### config.mk
export PLATFORM = sky130hd
export DESIGN_NAME = lge_nbr_gen
export DESIGN_NICKNAME = d
export VERILOG_FILES = /design/src/rtl/lge_pkg.sv /design/src/rtl/lge_nbr_gen.sv
export SDC_FILE = /design/constraint.sdc
export NUM_CORES = 1
export LEC_CHECK = 0
export BUFFER_PORTS_ARGS = -buffer_cell sky130_fd_sc_hd__buf_2
export CORE_AREA = 4 4 84 66
export DETAILED_ROUTE_END_ITERATION = 8
export DIE_AREA = 0 0 88 70
export MAX_ROUTING_LAYER = met4
export PLACE_DENSITY_LB_ADDON = 0.3
export SLEW_MARGIN = 10
export SYNTH_ARGS = -nofsm -noshare
export SYNTH_HDL_FRONTEND = slang
export SYNTH_SLANG_ARGS = --single-unit
### constraint.sdc
create_clock -name vclk -period 2.3
set_input_delay 0.115 -clock vclk [all_inputs]
set_output_delay 0.115 -clock vclk [all_outputs]
set_load 0.01 [all_outputs]
### src/rtl/lge_pkg.sv
// Shared types and constants for the life grid generation engine.
`timescale 1ns / 1ps
package lge_pkg;

  localparam int DIM_W = 11;
  localparam int CRD_W = 10;

  localparam logic [1:0] KIND_WRITE  = 2'd0;
  localparam logic [1:0] KIND_READ   = 2'd1;
  localparam logic [1:0] KIND_EVOLVE = 2'd2;

  localparam logic [1:0] CELL_DEAD      = 2'd0;
  localparam logic [1:0] CELL_ALIVE     = 2'd1;
  localparam logic [1:0] CELL_NONVIABLE = 2'd2;

  localparam logic [1:0] CFG_ROWS    = 2'd0;
  localparam logic [1:0] CFG_COLUMNS = 2'd1;
  localparam logic [1:0] CFG_WRAP    = 2'd2;

  localparam logic [3:0] NBR_LAST = 4'd8;

  typedef enum logic [2:0] {
    ST_CLEAR,
    ST_IDLE,
    ST_READ,
    ST_COPY,
    ST_COPY_END,
    ST_EVOLVE
  } state_t;

  typedef struct packed {
    logic             ok;
    logic [CRD_W-1:0] row;
    logic [CRD_W-1:0] col;
  } nbr_t;

endpackage

### src/rtl/lge_nbr_gen.sv
// Neighbor coordinate generator with edge wrap or edge masking.
`timescale 1ns / 1ps
module lge_nbr_gen (
  input  logic [lge_pkg::CRD_W-1:0] row,
  input  logic [lge_pkg::CRD_W-1:0] col,
  input  logic [lge_pkg::DIM_W-1:0] nr,
  input  logic [lge_pkg::DIM_W-1:0] nc,
  input  logic                      wrap,
  input  logic [2:0]                sel,
  output lge_pkg::nbr_t             nbr
);
  import lge_pkg::*;

  logic [CRD_W-1:0] up, down, left, right;
  logic             up_ok, down_ok, left_ok, right_ok;
  logic [DIM_W-1:0] row_p1, col_p1;

  always_comb begin
    row_p1   = DIM_W'(row) + DIM_W'(1);
    col_p1   = DIM_W'(col) + DIM_W'(1);
    up       = (row == '0) ? CRD_W'(nr - DIM_W'(1)) : row - CRD_W'(1);
    down     = (row_p1 == nr) ? '0 : CRD_W'(row_p1);
    left     = (col == '0) ? CRD_W'(nc - DIM_W'(1)) : col - CRD_W'(1);
    right    = (col_p1 == nc) ? '0 : CRD_W'(col_p1);
    up_ok    = wrap || (row != '0);
    down_ok  = wrap || (row_p1 < nr);
    left_ok  = wrap || (col != '0);
    right_ok = wrap || (col_p1 < nc);
    unique case (sel)
      3'd0:    nbr = '{ok: up_ok && left_ok,    row: up,   col: left};
      3'd1:    nbr = '{ok: up_ok,               row: up,   col: col};
      3'd2:    nbr = '{ok: up_ok && right_ok,   row: up,   col: right};
      3'd3:    nbr = '{ok: left_ok,             row: row,  col: left};
      3'd4:    nbr = '{ok: right_ok,            row: row,  col: right};
      3'd5:    nbr = '{ok: down_ok && left_ok,  row: down, col: left};
      3'd6:    nbr = '{ok: down_ok,             row: down, col: col};
      default: nbr = '{ok: down_ok && right_ok, row: down, col: right};
    endcase
  end

endmodule

==> results of run 1 <==
layer usage:
layer	wire (um)	global-route usage
met3	1110	0.02005
met2	4688	0.4599
met1	4247	0.4338
met5	0	-
met4	329	0.05281
power by group:
part	switching [uW]	total, uW	internal [uW]
Combinational	401	733	332
Sequential	0	0	0
Clock	0	0	0
Total	401	733	332
cell families (layout without fill, tap and decap cells):
group / Yosys count / count (layout)
simple gates: 130 / 130
compound gates: 104 / 104
buf+inv: 50 / 191
fa+ha+maj: 28 / 28
xor+xnor: 28 / 28
mux: 8 / 8
what timing repair did:
action | CTS | global route
endpoints found under the hold margin | 0 | 0
cloned | 0 | 0
pin swaps | 47 | 27
setup endpoints to repair | 21 | 21
gates resized for setup | 76 | 32
buffers inserted | 12 | 10
layout by cell type, fill, tap and decap left out, drive strengths merged, types with 5 or more instances in the layout:
| master | Yosys | layout |
|---|---|---|
| buf | 9 | 164 |
| nand2 | 35 | 35 |
| ha | 28 | 28 |
| o21ai | 28 | 28 |
| inv | 27 | 26 |
| nor2 | 23 | 23 |
| xor2 | 22 | 22 |
| a21oi | 21 | 21 |
| nor3 | 16 | 16 |
| nand3 | 14 | 14 |
| o221ai | 9 | 9 |
| and3 | 7 | 7 |
| xnor2 | 6 | 6 |
| or3 | 6 | 6 |
| nor4 | 6 | 6 |
| mux2i | 6 | 6 |
| a22oi | 6 | 6 |
| a21o | 5 | 5 |
| a31oi | 5 | 5 |
| nand4 | 5 | 5 |
| o211ai | 5 | 5 |
worst max-delay path: stages:
cell and delay [ns]:
buf_4 0.14, nand2_4 0.08, nor3_4 0.22, and3_4 0.22, xor2_1 0.07, ha_1 0.32, nand4_1 0.16, or3_4 0.37
o211ai_1 0.24, o21ai_0 0.21, a221o_1 0.32, buf_2 0.14
area by class of cell:
class / instances / area [sq um]
inverters: 27 / 111.4
repair buffers: 164 / 1176
well taps: 60 / 75.07
multi-input cells: 298 / 2496
fillers: 298 / 903.4
worst paths after layout:
kind | to | start | cells after the start | slack, ns
worst max-delay path | nbr[16] | row[3] | 12 | -0.43
worst min-delay path | nbr[20] | wrap | 3 | 0.53
through the flow:
| step | cells | setup WS (ns) | cell area [sq um] | hold WS [ns] | TNS [ns] |
|---|---|---|---|---|---|
| final | 549 | -0.4255 | 3859 | 0.5302 | -4.557 |
| after global placement | 529 | -0.4195 | 3267 | 0.5200 | -6.281 |
| after global routing | 549 | -0.4956 | 3859 | 0.5477 | -6.551 |
| after detailed placement | 529 | -0.5254 | 3267 | 0.5316 | -8.067 |
| after CTS | 540 | -0.3715 | 3657 | 0.5321 | -2.834 |
| after floorplan | 348 | -0.2458 | 2451 | 0.3561 | -0.5892 |
==> results.ini, run 1 <==
[outcome]
status=finished with violations
violations=setup timing

[global_route]
track_usage=0.3001
grt_pass1_wl_um=14680
grt_pass1_vias=3070
grt_max_degree=18
grt_antenna_before_repair=0
globalRoute.totalOverflow=0

[yosys]
synth_top_area_cell=ha_1
synth_xor_area_frac=0.1072
syn_area_sq_mm=0.002287
synth_area_per_cell_sq_um=6.572
synthTopCellsByCount=nand2_1 (35), ha_1 (28), o21ai_0 (28)
syn_inst=348
synth_adder_area_share=0.1532
yosys.area_share.simple=0.3020
netlist-cell-type-count=52
ys_seq_area_frac=0
synth_top_family_by_area=compound AO/OA/AOI/OAI gates
ys_warn_count=0
synth.most_common_cell=nand2_1
ys_top_cells_by_area=ha_1 (15%), xor2_1 (8.4%), o21ai_0 (6.1%), nand2_1 (5.7%), a21oi_1 (4.6%)
synth_compound_area_frac=0.3074
synth_top_area_frac=0.1532
synthMuxAreaShare=0.03611
synth_fp_nets=422

[route]
wl_um=10380
via_count=3467
drt_iter0_drc=346
postRouteAntennaNets=0
drc=0
post_drt_wl_per_cell_um=18.90
vias_per_cell=6.315
drt-pass1-iter-count=5

[floorplan]
start_util=0.4803
ioPinCount=67
rows=22
core_area_sq_mm=0.004762
dieHeight_um=70
design.die.area_sq_mm=0.006160
die_w_um=88

[final_layout]
final_net_count=565
drive_gt1_frac=0.4867
clockBufferCount=0
seq_area_sq_um=0
antennaDiodeCount=0
syn_to_final_growth_pct=68.71
seq_cell_count=0
final_core_util=0.8103

[sta]
max-slew-margin-rel=0.4316
setup_violations=19
hold_violations=0
rsz0062_at_grt=yes
worst_slack_ns=-0.4255
worst_slew_pin_slew_ns=0.8437
finalCritPeriodShare=1.185
min_period_ns=2.726
max_freq_ghz=0.3669
maxSlewViolCount=0

[power]
p_leak_uw=0.001796
total_power_uw=732.5
vdd_drop_max_mv=0.1405
power_density_mw_per_mm2=189.8

[place]
dp_hpwl_um=6981
gp_congestion=1.004
portBuffers=67

[run]
cap_violations=0

[critical_path]
crit_arrival_ns=2.61
critPathKind=in -> out
cp_max_fo=5
worstSetupEndpointType=output port
worstPathRequired_ns=2.18
critPathLaunchType=input port

[hold_path]
min_path_type=in -> out

[clocking]
hold_buffers=0

Power figures use the tool's default switching activity.
==> inputs of run 2 (changes only) <==
Settings changed: ABC_CLOCK_PERIOD_IN_PS from default to 2300, BUFFER_PORTS_ARGS -buffer_cell sky130_fd_sc_hd__buf_2 to default, CORE_AREA 4 4 84 66 to 4 4 81 64, DIE_AREA 0 0 88 70 to 0 0 85 68, DONT_BUFFER_PORTS from default to 1.
==> results.ini, run 2 (same netlist as run 1, synthesis figures left out) <==
[outcome]
status=finished with violations
violations=setup timing

[floorplan]
dieHeight_um=68
start_util=0.5212
core_area_sq_mm=0.004388
ioPinCount=67
rows=21
die_w_um=85
design.die.area_sq_mm=0.005780

[route]
postRouteAntennaNets=0
highest_layer=met4
vias_per_cell=6.602
drt-met1-wl_um=3625
wl_um=8043
post_drt_wl_per_cell_um=18.84
wl_met2_um=3515
dr_wl_met3_um=822
drt-pass1-iter-count=5
drt_iter0_drc=279
drc=0
via_count=2819

[place]
placedInstanceArea_sq_mm=0.002555
gp_congestion=1.009
portBuffers=0
placed_cells_incl_taps=411
dp_hpwl_um=5878

[final_layout]
syn_to_final_growth_pct=26.20
fin_cells=427
seq_cell_count=0
multiInputGateArea_sq_mm=0.002364
seq_area_sq_um=0
drive_gt1_frac=0.2703
final_cell_mix=buf_4 (45), nand2_1 (35), inv_1 (24), xor2_1 (22)
antennaDiodeCount=0
final_net_count=446
fill_cells=368
final_core_util=0.6578
clockBufferCount=0
final_area_sq_mm=0.002887
layout_commonest_cell=buf_4

[sta]
max-slew-margin-rel=0.6046
finalCritPeriodShare=1.034
max_freq_ghz=0.4203
setup_violations=7
holdWs_ns=0.3262
hold_violations=0
min_period_ns=2.379
worst_slack_ns=-0.07902
rsz0062_at_grt=yes
worst_slew_pin_slew_ns=0.5870
maxSlewViolCount=0

[critical_path]
slowest_delay_ns=0.36
critPathLaunchType=input port
worstSetupEndpointType=output port
path_buf_inv=0
crit_arrival_ns=2.26
worstPathRequired_ns=2.18
critPathKind=in -> out
cp_max_fo=10
crit_slowest_cell=a221o_1
crit_chain=ha_4, nand3_2, nor2_2, and3_4, xor2_1, ha_1, nand4_1, or3_1, o211ai_1, o21ai_1, a221o_1
critPathTopFamily=simple AND/OR/NAND/NOR gates

[global_route]
track_usage=0.2590
grt_max_degree=18
grt_pass1_wl_um=12030
grt_pass1_vias=2440
globalRoute.totalOverflow=0
grt_antenna_before_repair=0

[run]
cap_violations=0

[power]
power_density_mw_per_mm2=152.4
vdd_drop_max_mv=0.07649
total_power_uw=439.9
p_leak_uw=0.001214

[clocking]
hold_buffers=0

[hold_path]
min_path_type=in -> out

-- run 2: timing repair --
item | CTS | global route
pin swaps | 30 | 29
setup buffers | 9 | 7
setup endpoints to repair | 21 | 21
resized for setup | 28 | 22
-- run 2: path summary, 6_finish.rpt --
| check | slack [ns] | startpoint | endpoint | cells past startpoint |
|---|---|---|---|---|
| worst min-delay path | 0.33 | col[8] | nbr[8] | 1 |
| worst max-delay path | -0.08 | row[0] | nbr[16] | 11 |
-- run 2: per-stage QoR --
step	setup slack (ns)	setup TNS (ns)
2_1_floorplan	-0.2458	-0.5892
3_3_place_gp	-0.2099	-1.192
3_5_place_dp	-0.2606	-2.223
4_1_cts	-0.09457	-0.09784
5_1_grt	-0.2394	-2.143
6_report	-0.07902	-0.3810
-- run 2: area by class of cell --
cell class | count | area share
tap | 57 | 0.02471
timing repair buffer | 45 | 0.1170
inverter | 27 | 0.03945
multi-input combinational | 298 | 0.8188
-- run 2: where the power goes --
part / total, uW / switching [uW] / internal [uW] / leakage (uW)
Combinational: 440 / 238 / 202 / 0.00121
Sequential: 0 / 0 / 0 / 0
Clock: 0 / 0 / 0 / 0
-- run 2: per-layer routing --
metal / track usage / up-vias
met1: 0.3766 / 1305
met4: 0.01779 / 0
li1: - / 1340
met5: - / -
met3: 0.03730 / 12
met2: 0.3944 / 162
==> inputs of run 3 (changes only) <==
Settings changed: GPL_TIMING_DRIVEN from default to 0, SKIP_LAST_GASP from default to 1.
==> results.ini, run 3 (same netlist as run 1, synthesis figures left out) <==
[global_route]
grt_pass1_vias=2527
grt_pass1_wl_um=12670
grt_max_degree=11
globalRoute.totalOverflow=0
grt_antenna_before_repair=0
track_usage=0.2779

[route]
post_drt_wl_per_cell_um=19.81
drt_iter0_drc=407
wl_um=8855
postRouteAntennaNets=0
drc=0
vias_per_cell=6.673
drt-pass1-iter-count=6
via_count=2983

[hold_path]
hold_path_depth=1
holdPathEnd=nbr[19]
min_path_type=in -> out
hp-start=row[9]

[critical_path]
cp_max_fo=7
critPathLaunchType=input port
worstSetupEndpointType=output port
worstSetupStartpoint=row[0]
worstPathRequired_ns=2.18
crit_arrival_ns=2.46
critPathKind=in -> out

[power]
total_power_uw=566.4
power_density_mw_per_mm2=171.1
p_leak_uw=0.001396
vdd_drop_max_mv=0.09942

[final_layout]
layout_commonest_cell=buf_4
final_cell_mix=buf_4 (42), nand2_1 (30), inv_1 (25), ha_1 (22), xor2_1 (21)
seq_cell_count=0
final_net_count=466
multiInputGateArea_sq_mm=0.002500
clockBufferCount=0
fill_cells=295
seq_area_sq_um=0
fin_cells=447
drive_gt1_frac=0.3615
antennaDiodeCount=0
syn_to_final_growth_pct=44.75

[sta]
hold_violations=0
worst_slew_pin_slew_ns=1.128
max_freq_ghz=0.3890
rsz0062_at_grt=yes
setup_violations=11
finalCritPeriodShare=1.118
holdWs_ns=0.3421
maxSlewViolCount=0
min_period_ns=2.571
max-slew-margin-rel=0.2479
worst_slack_ns=-0.2708

[clocking]
hold_buffers=0

[place]
dp_hpwl_um=5700
gp_congestion=0.9357
placed_cells_incl_taps=405
pre_cts_ws_ns=-0.5366
portBuffers=0

[floorplan]
die_w_um=85
core_area_sq_mm=0.004388
dieHeight_um=68
design.die.area_sq_mm=0.005780
start_util=0.5212
rows=21
ioPinCount=67

[run]
cap_violations=0

[outcome]
status=finished with violations
violations=setup timing

run 3: area by class of cell:
type	instances	share of cell area
Timing Repair Buffer	43	0.1013
Multi-Input combinational cell	298	0.7551
Tap cell	57	0.02154
Buffer	22	0.08844
Inverter	27	0.03364
run 3: what timing repair did:
item / in CTS / in global routing
setup buffers: 27 / 17
gates cloned: 0 / 0
pin swaps: 35 / 30
endpoints found under the setup margin: 21 / 18
gates resized for setup: 63 / 44
run 3: worst max-delay path by stage:
stage / endpoint / slack [ns]
6_report: nbr[18] / -0.27
5_1_grt: nbr[18] / -0.34
4_1_cts: nbr[16] / -0.23
3_5_place_dp: nbr[16] / -0.54
3_3_place_gp: nbr[16] / -0.50
2_1_floorplan: nbr[16] / -0.25
run 3: through the flow:
step	area, sq um	utilization	setup TNS [ns]
after floorplan	2451	-	-0.5892
after global placement	2522	0.5749	-5.454
after detailed placement	2522	0.5749	-6.167
after CTS	3013	0.6866	-1.022
after global routing	3311	0.7545	-2.847
final	3311	0.7545	-1.388
run 3: worst max-delay path, cell delays in order:
cell and delay [ns]:
clkbuf_16 0.14, clkinv_4 0.04, ha_4 0.12, or4b_4 0.49, nor3_4 0.22, mux2i_1 0.30
ha_2 0.26, o211ai_4 0.12, nor4_2 0.27, xor2_1 0.22, o221ai_2 0.16
run 3: power by group:
group	switching, uW	internal (uW)	total (uW)
Sequential	0	0	0
Clock	0	0	0
Combinational	320	247	566
Total	320	247	566
run 3: metal layers:
metal	global-route usage	wire, um	up-vias
met1	0.3836	3724	1395
met3	0.05174	979	16
met5	-	0	-
met4	0.04743	153	0
li1	-	-	1377
met2	0.4283	3998	195
